[src/rtl/ggc_pkg.sv]
// Shared types and constants for the greedy graph coloring block.
// No dependencies.
package ggc_pkg;

    localparam int VERT_W = 6;
    localparam int DEG_W = 8;
    localparam int CLR_W = 7;
    localparam int USED_W = 64;
    localparam logic [DEG_W-1:0] DEG_MAX = 8'd255;

    typedef logic [VERT_W-1:0] vert_t;
    typedef logic [DEG_W-1:0] deg_t;
    typedef logic [CLR_W-1:0] clr_t;

endpackage

[src/rtl/greedy_graph_coloring.sv]
// Greedy (Welsh-Powell) graph coloring: edge loading, degree ordering, coloring.
// Depends on ggc_pkg and ggc_ram.
//
//  channel | dir | tdata                               | tlast       | tuser
//  s_axis  | in  | [5:0] first_vertex [11:6] second    | last_edge   | -
//  m_axis  | out | [5:0] vertex [11:6] color           | last_vertex | [0] dropped [1] empty
//
// An edge is a read-modify-write of both adjacency rows and degrees (S_EA, then S_EB);
// a dropped edge only sets the dropped flag in S_IDLE. A run over N vertices repeats
// per vertex: one degree scan, row fetch, one color scan, emit.
// After reset and every run a clearing pass over all MAX_VERTICES rows zeroes adjacency
// and degree stores; no edge is taken meanwhile. A stalled result blocks only the next one.
module greedy_graph_coloring #(
    parameter int MAX_VERTICES = 32
) (
    input  logic        clk,
    input  logic        rst_n,
    input  logic        s_axis_tvalid,
    output logic        s_axis_tready,
    input  logic [15:0] s_axis_tdata,   // first_vertex, second_vertex, zero pad
    input  logic        s_axis_tlast,
    output logic        m_axis_tvalid,
    input  logic        m_axis_tready,
    output logic [15:0] m_axis_tdata,   // vertex, color, zero pad
    output logic        m_axis_tlast,
    output logic [1:0]  m_axis_tuser    // edges_dropped, empty_graph
);
    import ggc_pkg::*;

    localparam int IW = (MAX_VERTICES > 1) ? $clog2(MAX_VERTICES) : 1;
    localparam int CW = $clog2(MAX_VERTICES + 1);

    localparam logic [3:0] S_CLEAR = 4'd0;
    localparam logic [3:0] S_IDLE  = 4'd1;
    localparam logic [3:0] S_EA    = 4'd2;
    localparam logic [3:0] S_EB    = 4'd3;
    localparam logic [3:0] S_START = 4'd4;
    localparam logic [3:0] S_SEL   = 4'd5;
    localparam logic [3:0] S_ROW   = 4'd6;
    localparam logic [3:0] S_COL   = 4'd7;
    localparam logic [3:0] S_EMIT  = 4'd8;
    localparam logic [3:0] S_EMPTY = 4'd9;

    logic [3:0] state_reg, state_next;
    logic [IW-1:0] ia_reg, ia_next, ib_reg, ib_next;
    logic last_reg, last_next;
    vert_t highest_reg, highest_next;
    logic drop_reg, drop_next;
    logic [MAX_VERTICES-1:0] wrow_reg, wrow_next;
    deg_t wdeg_reg, wdeg_next;
    logic [CW-1:0] scan_reg, scan_next;
    logic pend_v_reg, pend_v_next;
    logic [IW-1:0] pend_idx_reg, pend_idx_next;
    logic pend_hit_reg, pend_hit_next;
    logic best_v_reg, best_v_next;
    logic [IW-1:0] best_idx_reg, best_idx_next;
    deg_t best_deg_reg, best_deg_next;
    logic [MAX_VERTICES-1:0] row_reg, row_next;
    logic [USED_W-1:0] used_reg, used_next;
    logic [MAX_VERTICES-1:0] colored_reg, colored_next;
    logic [CW-1:0] k_reg, k_next;
    logic ov_reg, ov_next;
    vert_t ovtx_reg, ovtx_next, ocol_reg, ocol_next;
    logic olast_reg, olast_next, odrop_reg, odrop_next, oempty_reg, oempty_next;

    logic adj_we, deg_we, clr_we;
    logic [IW-1:0] adj_wa, adj_ra, deg_wa, deg_ra, clr_wa, clr_ra;
    logic [MAX_VERTICES-1:0] adj_wd, adj_rd, base_row;
    deg_t deg_wd, deg_rd, base_deg;
    clr_t clr_wd, clr_rd, new_clr;

    vert_t in_a, in_b;
    logic in_ok, in_xfer, oslot;
    logic [CW-1:0] count_w;

    ggc_ram #(.WIDTH(MAX_VERTICES), .DEPTH(MAX_VERTICES)) u_adj (
        .clk(clk), .we(adj_we), .waddr(adj_wa), .wdata(adj_wd),
        .raddr(adj_ra), .rdata(adj_rd));
    ggc_ram #(.WIDTH(DEG_W), .DEPTH(MAX_VERTICES)) u_deg (
        .clk(clk), .we(deg_we), .waddr(deg_wa), .wdata(deg_wd),
        .raddr(deg_ra), .rdata(deg_rd));
    ggc_ram #(.WIDTH(CLR_W), .DEPTH(MAX_VERTICES)) u_clr (
        .clk(clk), .we(clr_we), .waddr(clr_wa), .wdata(clr_wd),
        .raddr(clr_ra), .rdata(clr_rd));

    assign in_a = s_axis_tdata[5:0];
    assign in_b = s_axis_tdata[11:6];
    assign in_ok = (in_a != '0) && (in_b != '0)
        && ({1'b0, in_a} <= 7'(MAX_VERTICES)) && ({1'b0, in_b} <= 7'(MAX_VERTICES));
    assign s_axis_tready = (state_reg == S_IDLE);
    assign in_xfer = s_axis_tvalid && s_axis_tready;
    assign oslot = !ov_reg || m_axis_tready;
    assign count_w = CW'(highest_reg);

    // smallest color not held by a colored neighbor
    always_comb
    begin
        new_clr = clr_t'(USED_W);
        for (int j = USED_W - 2; j >= 0; j--)
        begin
            if (!used_reg[j])
            begin
                new_clr = clr_t'(j + 1);
            end
        end
    end

    always_comb
    begin
        base_row = (state_reg == S_EB && ia_reg == ib_reg) ? wrow_reg : adj_rd;
        base_deg = (state_reg == S_EB && ia_reg == ib_reg) ? wdeg_reg : deg_rd;
    end

    always_comb
    begin
        state_next = state_reg;
        ia_next = ia_reg;
        ib_next = ib_reg;
        last_next = last_reg;
        highest_next = highest_reg;
        drop_next = drop_reg;
        wrow_next = wrow_reg;
        wdeg_next = wdeg_reg;
        scan_next = scan_reg;
        pend_v_next = pend_v_reg;
        pend_idx_next = pend_idx_reg;
        pend_hit_next = pend_hit_reg;
        best_v_next = best_v_reg;
        best_idx_next = best_idx_reg;
        best_deg_next = best_deg_reg;
        row_next = row_reg;
        used_next = used_reg;
        colored_next = colored_reg;
        k_next = k_reg;
        ov_next = ov_reg && !m_axis_tready;
        ovtx_next = ovtx_reg;
        ocol_next = ocol_reg;
        olast_next = olast_reg;
        odrop_next = odrop_reg;
        oempty_next = oempty_reg;
        adj_we = 1'b0;
        adj_wa = scan_reg[IW-1:0];
        adj_wd = '0;
        adj_ra = ia_reg;
        deg_we = 1'b0;
        deg_wa = scan_reg[IW-1:0];
        deg_wd = '0;
        deg_ra = ia_reg;
        clr_we = 1'b0;
        clr_wa = best_idx_reg;
        clr_wd = new_clr;
        clr_ra = scan_reg[IW-1:0];

        case (state_reg)
            S_CLEAR:
            begin
                adj_we = 1'b1;
                deg_we = 1'b1;
                highest_next = '0;
                drop_next = 1'b0;
                scan_next = scan_reg + 1'b1;
                if (scan_reg == CW'(MAX_VERTICES - 1))
                begin
                    scan_next = '0;
                    state_next = S_IDLE;
                end
            end
            S_IDLE:
            begin
                ia_next = IW'(in_a - 6'd1);
                ib_next = IW'(in_b - 6'd1);
                adj_ra = IW'(in_a - 6'd1);
                deg_ra = IW'(in_a - 6'd1);
                if (in_xfer)
                begin
                    last_next = s_axis_tlast;
                    if (in_ok)
                    begin
                        if (in_a > highest_next)
                        begin
                            highest_next = in_a;
                        end
                        if (in_b > highest_next)
                        begin
                            highest_next = in_b;
                        end
                        state_next = S_EA;
                    end
                    else
                    begin
                        drop_next = 1'b1;
                        state_next = s_axis_tlast ? S_START : S_IDLE;
                    end
                end
            end
            S_EA, S_EB:
            begin
                adj_we = 1'b1;
                deg_we = 1'b1;
                adj_wa = (state_reg == S_EA) ? ia_reg : ib_reg;
                deg_wa = adj_wa;
                adj_wd = base_row | (MAX_VERTICES'(1) << ((state_reg == S_EA) ? ib_reg : ia_reg));
                deg_wd = (base_deg == DEG_MAX) ? base_deg : base_deg + 1'b1;
                wrow_next = adj_wd;
                wdeg_next = deg_wd;
                adj_ra = ib_reg;
                deg_ra = ib_reg;
                if (state_reg == S_EA)
                begin
                    state_next = S_EB;
                end
                else
                begin
                    state_next = last_reg ? S_START : S_IDLE;
                end
            end
            S_START:
            begin
                colored_next = '0;
                k_next = '0;
                scan_next = '0;
                pend_v_next = 1'b0;
                best_v_next = 1'b0;
                state_next = (highest_reg == '0) ? S_EMPTY : S_SEL;
            end
            S_EMPTY:
            begin
                if (oslot)
                begin
                    ov_next = 1'b1;
                    ovtx_next = '0;
                    ocol_next = '0;
                    olast_next = 1'b1;
                    odrop_next = drop_reg;
                    oempty_next = 1'b1;
                    state_next = S_CLEAR;
                end
            end
            S_SEL:
            begin
                deg_ra = scan_reg[IW-1:0];
                adj_ra = best_idx_reg;
                pend_idx_next = scan_reg[IW-1:0];
                pend_v_next = (scan_reg < count_w);
                if (scan_reg < count_w)
                begin
                    scan_next = scan_reg + 1'b1;
                end
                if (pend_v_reg && !colored_reg[pend_idx_reg]
                    && (!best_v_reg || deg_rd > best_deg_reg))
                begin
                    best_v_next = 1'b1;
                    best_idx_next = pend_idx_reg;
                    best_deg_next = deg_rd;
                end
                if (!pend_v_reg && scan_reg >= count_w)
                begin
                    state_next = S_ROW;
                end
            end
            S_ROW:
            begin
                row_next = adj_rd & colored_reg;
                used_next = '0;
                scan_next = '0;
                pend_v_next = 1'b0;
                state_next = S_COL;
            end
            S_COL:
            begin
                pend_v_next = (scan_reg < count_w);
                pend_hit_next = row_reg[scan_reg[IW-1:0]];
                if (scan_reg < count_w)
                begin
                    scan_next = scan_reg + 1'b1;
                end
                if (pend_v_reg && pend_hit_reg && clr_rd != '0)
                begin
                    used_next = used_reg | (USED_W'(1) << (clr_rd - 1'b1));
                end
                if (!pend_v_reg && scan_reg >= count_w)
                begin
                    state_next = S_EMIT;
                end
            end
            S_EMIT:
            begin
                if (oslot)
                begin
                    clr_we = 1'b1;
                    colored_next = colored_reg | (MAX_VERTICES'(1) << best_idx_reg);
                    ov_next = 1'b1;
                    ovtx_next = vert_t'(best_idx_reg) + 1'b1;
                    ocol_next = new_clr[VERT_W-1:0];
                    olast_next = (k_reg + 1'b1 == count_w);
                    odrop_next = drop_reg;
                    oempty_next = 1'b0;
                    k_next = k_reg + 1'b1;
                    scan_next = '0;
                    pend_v_next = 1'b0;
                    best_v_next = 1'b0;
                    state_next = (k_reg + 1'b1 == count_w) ? S_CLEAR : S_SEL;
                end
            end
            default:
            begin
                state_next = S_CLEAR;
            end
        endcase
    end

    always_ff @(posedge clk or negedge rst_n)
    begin
        if (!rst_n)
        begin
            state_reg <= S_CLEAR;
            scan_reg <= '0;
            highest_reg <= '0;
            drop_reg <= 1'b0;
            ov_reg <= 1'b0;
            pend_v_reg <= 1'b0;
            best_v_reg <= 1'b0;
            colored_reg <= '0;
            k_reg <= '0;
            last_reg <= 1'b0;
        end
        else
        begin
            state_reg <= state_next;
            scan_reg <= scan_next;
            highest_reg <= highest_next;
            drop_reg <= drop_next;
            ov_reg <= ov_next;
            pend_v_reg <= pend_v_next;
            best_v_reg <= best_v_next;
            colored_reg <= colored_next;
            k_reg <= k_next;
            last_reg <= last_next;
        end
    end

    always_ff @(posedge clk)
    begin
        ia_reg <= ia_next;
        ib_reg <= ib_next;
        wrow_reg <= wrow_next;
        wdeg_reg <= wdeg_next;
        pend_idx_reg <= pend_idx_next;
        pend_hit_reg <= pend_hit_next;
        best_idx_reg <= best_idx_next;
        best_deg_reg <= best_deg_next;
        row_reg <= row_next;
        used_reg <= used_next;
        ovtx_reg <= ovtx_next;
        ocol_reg <= ocol_next;
        olast_reg <= olast_next;
        odrop_reg <= odrop_next;
        oempty_reg <= oempty_next;
    end

    assign m_axis_tvalid = ov_reg;
    assign m_axis_tdata = {4'd0, ocol_reg, ovtx_reg};
    assign m_axis_tlast = olast_reg;
    assign m_axis_tuser = {oempty_reg, odrop_reg};

    a_empty_shape: assert property (@(posedge clk) disable iff (!rst_n)
        (m_axis_tvalid && m_axis_tuser[1]) |-> (m_axis_tlast && m_axis_tdata[11:0] == 12'd0))
        else $error("empty-graph result malformed");
    a_valid_edge_rmw: assert property (@(posedge clk) disable iff (!rst_n)
        (in_xfer && in_ok) |=> (state_reg == S_EA) ##1 (state_reg == S_EB))
        else $error("edge update sequence broken");
    a_run_end_clears: assert property (@(posedge clk) disable iff (!rst_n)
        (state_reg == S_EMIT && oslot && k_reg + 1'b1 == count_w) |=> (state_reg == S_CLEAR))
        else $error("run did not end in clearing pass");
endmodule

[src/rtl/ggc_ram.sv]
// Generic simple dual-port RAM, one write and one registered read port.
// No dependencies.
module ggc_ram #(
    parameter int WIDTH = 8,
    parameter int DEPTH = 32
) (
    input  logic                     clk,
    input  logic                     we,
    input  logic [$clog2(DEPTH)-1:0] waddr,
    input  logic [WIDTH-1:0]         wdata,
    input  logic [$clog2(DEPTH)-1:0] raddr,
    output logic [WIDTH-1:0]         rdata
);
    logic [WIDTH-1:0] mem [DEPTH];

    always_ff @(posedge clk)
    begin
        if (we)
        begin
            mem[waddr] <= wdata;
        end
        rdata <= mem[raddr];
    end
endmodule

[config.mk]
export PLATFORM = sky130hd
export DESIGN_NAME = greedy_graph_coloring
export DESIGN_NICKNAME = d
export VERILOG_FILES = /design/src/rtl/ggc_pkg.sv /design/src/rtl/greedy_graph_coloring.sv /design/src/rtl/ggc_ram.sv
export SDC_FILE = /design/constraint.sdc
export NUM_CORES = 2
export LEC_CHECK = 0
export BUFFER_PORTS_ARGS = -buffer_cell sky130_fd_sc_hd__buf_2
export CAP_MARGIN = 0
export CORE_MARGIN = 2
export CORE_UTILIZATION = 40
export CTS_CLUSTER_SIZE = 24
export DETAILED_ROUTE_END_ITERATION = 6
export SLEW_MARGIN = 20
export SYNTH_ARGS = -nofsm -noshare
export SYNTH_HDL_FRONTEND = slang
export SYNTH_HIERARCHICAL = 1
export SYNTH_SLANG_ARGS = --single-unit
[constraint.sdc]
create_clock -name clk -period 12 [get_ports clk]
set_input_delay 1.2 -clock clk [delete_from_list [all_inputs] [get_ports clk]]
set_output_delay 1.2 -clock clk [all_outputs]
set_load 0.05 [all_outputs]
==> results.py <==
metrics = {
    "outcome": {
        "status": "complete, no violations",
    },
    "clock_tree": {
        "clock_insertion_delay_worst_skew_ps": 810,
        "cts_htree_levels": 4,
        "cts-buffers-inserted": 182,
        "ctsHoldBuffers": 0,
        "cts-root-to-sink-buffers": 3,
        "tritoncts": "built",
        "post_cts_buffers": 0,
        "ctsRootBufferMaster": "clkbuf_16",
        "clkTransAtPathRegs_ps": 60,
        "clock-sinks": 1789,
        "post_cts.resized_instances": 0,
    },
    "power_and_ir_drop": {
        "power.net_switching_mw": 7.22,
        "vdd.ir_drop.worst_uv": 358,
        "share_seq_of_total_power_pct": 39.5,
        "power.static_leakage_nw": 27.5,
        "switching_share_pct": 34.9,
        "p_total_mw": 20.7,
        "internal_power_mw": 13.5,
        "power_per_cell_area_nw_per_um2": 252,
        "pwr-share-clk_pct": 26.1,
        "combinationalPowerShare_pct": 34.4,
    },
    "logic_synthesis": {
        "number_of_enable_type_register_cells_in_the_synthesized_netlist": 1683,
        "syn_inst": 4384,
        "synth-warning-count": 6,
        "netlist_area_um2": 72800,
        "post-synth-top-area-fraction_pct": 69.4,
        "synth_top_cells_by_area": "edfxtp_1, mux2i_1, mux4_2, dfrtp_1, a21oi_1",
        "netlist-cell-type-count": 76,
        "yosysMostFrequentCell": "edfxtp_1",
        "post-synth-top-area-cell": "edfxtp_1",
        "yosysSeqAreaShare_pct": 72.7,
        "ys_ff_latch": 1789,
        "synth.top_cells.by_count": "edfxtp_1, mux2i_1, nor2_1, nand2_1, a21oi_1",
        "synthesis.area_per_instance_um2": 16.6,
        "synthFlopType": "edfxtp_1",
        "share_of_async_settable_or_async_resettable_flops_after_synthesis_pct": 3.30,
    },
    "grt": {
        "first_pass_grt_wire_length_um": 262000,
        "grt_pass1_vias": 38600,
        "total_gr_overflow": 0,
        "largest_net_degree_at_the_start_of_global_routing": 128,
        "number_of_antenna_violations_at_the_first_check_in_global_routing": 2,
        "track_usage_pct": 19.1,
    },
    "job": {
        "drv_cap": 0,
    },
    "drt": {
        "firstDrtPassIters": 6,
        "remaining_drc_errors": 0,
        "routed-via-count": 39400,
        "iteration_0_drc_count_of_the_detailed_router": 3781,
        "vias_per_cell": 5.63,
        "route.final.wire_length_um": 180000,
        "ant_nets": 0,
        "drt_wl_cell_um": 25.7,
    },
    "timing": {
        "postLayoutSetupSlackWorst_ps": 5710,
        "rsz0062_at_grt": "false",
        "setup_total_neg_slack_ps": 0,
        "holdWs_ps": 449,
        "timing_max_transition_violations_final": 0,
        "setup_viol": 0,
        "tightest_slew_ps": 1200,
        "max_freq_mhz": 159,
        "final.setup_skew_ps": 42.3,
        "max_slew_margin_pct": 20.2,
        "finalCriticalPeriod_ps": 6290,
        "hold_violations": 0,
        "final_min_period_over_clock_period_pct": 52.4,
    },
    "hold_path": {
        "holdCritPathClass": "flip-flop to flip-flop",
        "hold_depth": 0,
    },
    "place": {
        "placed_area_um2": 76000,
        "post-place-ws_ps": 5900,
        "placedCellCount": 6660,
        "gpl.final_weighted_congestion": 0.849,
        "dp_hpwl_um": 96300,
        "port_buffers": 33,
    },
    "critical_path": {
        "setup_crit_path_kind": "flip-flop to flip-flop",
        "worstPathArrival_ps": 6720,
        "critical_path_peak_fanout": 39,
        "critical_path.startpoint_type": "flip-flop",
        "timing.critical_path.required_ps": 12420,
        "r2r_cells": 10,
        "setup.worst_path.end_class": "flip-flop",
    },
    "die": {
        "die-width_um": 431,
        "fp.coreArea_um2": 181000,
        "num_io_pins": 42,
        "die_area_um2": 186000,
        "core.rowCount": 156,
        "die_h_um": 431,
        "initial_standard_cell_utilization_of_the_core_pct": 40.3,
    },
    "layout": {
        "fillers": 15500,
        "register_area_um2": 53000,
        "largest_registers_in_the_final_layout": "u_adj/mem: 1024 flops, u_deg/mem: 256 flops, u_clr/mem: 224 flops",
        "stdcell_count": 6999,
        "multi_input_area_um2": 19200,
        "final_net_count": 4534,
        "post-route-cell-area_um2": 82000,
        "synthToLayoutAreaGrowth_pct": 12.5,
        "fin_util_pct": 45.3,
        "largest_register": "u_adj/mem",
        "final_layout_size_suffix_gt1_share_pct": 14.9,
        "largest_register_ffs": 1024,
    },
}
placed cells by master, fill, tap and decap left out, drive strengths merged, types with 101 or more instances in the layout:
cell type / instances
nand3: 147
a21oi: 229
clkbuf: 252
edfxtp: 1683
buf: 129
mux4: 166
a22oi: 101
mux2i: 567
nor2: 261
nand2: 258
layer usage:
| layer | up-vias | GRT usage (%) | wire length [um] |
|---|---|---|---|
| met1 | 20400 | 25.7 | 75600 |
| met3 | 276 | 2.81 | 10600 |
| met2 | 1238 | 32.3 | 89200 |
| met4 | 0 | 5.56 | 4440 |
| li1 | 17500 | - | - |
| met5 | - | 0 | 0 |
power by group through the flow:
stage / logic [mW] / clock network [mW] / registers (mW)
after floorplan: 5.14 / 0 / 8.04
after CTS: 7.10 / 5.50 / 8.18
after global routing: 7.59 / 5.74 / 8.23
after detailed placement: 7.09 / 0 / 8.30
after global placement: 7.04 / 0 / 8.28
final: 7.11 / 5.40 / 8.17
final cells by class:
| type | instances | share of cell area (%) |
|---|---|---|
| antenna | 2 | 0.00611 |
| multi-input combinational | 2328 | 23.4 |
| tap | 2370 | 3.62 |
| inverter | 44 | 0.201 |
| sequential | 1789 | 64.6 |
| clock buffer | 252 | 6.14 |
| timing repair buffer | 129 | 1.14 |
| clock inverter | 85 | 0.852 |
worst max-delay path: stages, from the launching register on:
cell,delay (ps)
dfrtp_1,700
inv_2,160
or3_2,500
buf_4,430
inv_2,680
buf_4,610
nor2_1,70
a21oi_1,510
nand3b_1,760
nor2_4,770
buf_4,600
cell families after synthesis:
family	share of synthesized area (%)
adder cells (fa/ha/maj)	0.670
flip-flops	72.7
other	0.00515
AND/OR/NAND/NOR	5.95
AO/OA/AOI/OAI	5.12
XOR/XNOR	0.373
buffers and inverters	1.92
multiplexers	13.3
worst paths after layout:
check | slack [ps] | from | endpoint
worst min register to register | 450 | drop_reg$_DFFE_PN0P_ | odrop_reg$_DFFE_PP_
worst max register to register | 5710 | state_reg[1]$_DFFE_PN0P_ | u_adj/mem[21][23]$_DFFE_PP_
worst max-delay path | 5710 | state_reg[1]$_DFFE_PN0P_ | u_adj/mem[21][23]$_DFFE_PP_
worst min-delay path | 450 | drop_reg$_DFFE_PN0P_ | odrop_reg$_DFFE_PP_
min in group asynchronous | 630 | rst_n | colored_reg[28]$_DFFE_PN0P_
max in group asynchronous | 10630 | rst_n | scan_reg[0]$_DFFE_PN0P_
Note: power is estimated with default switching activity, not from simulation.
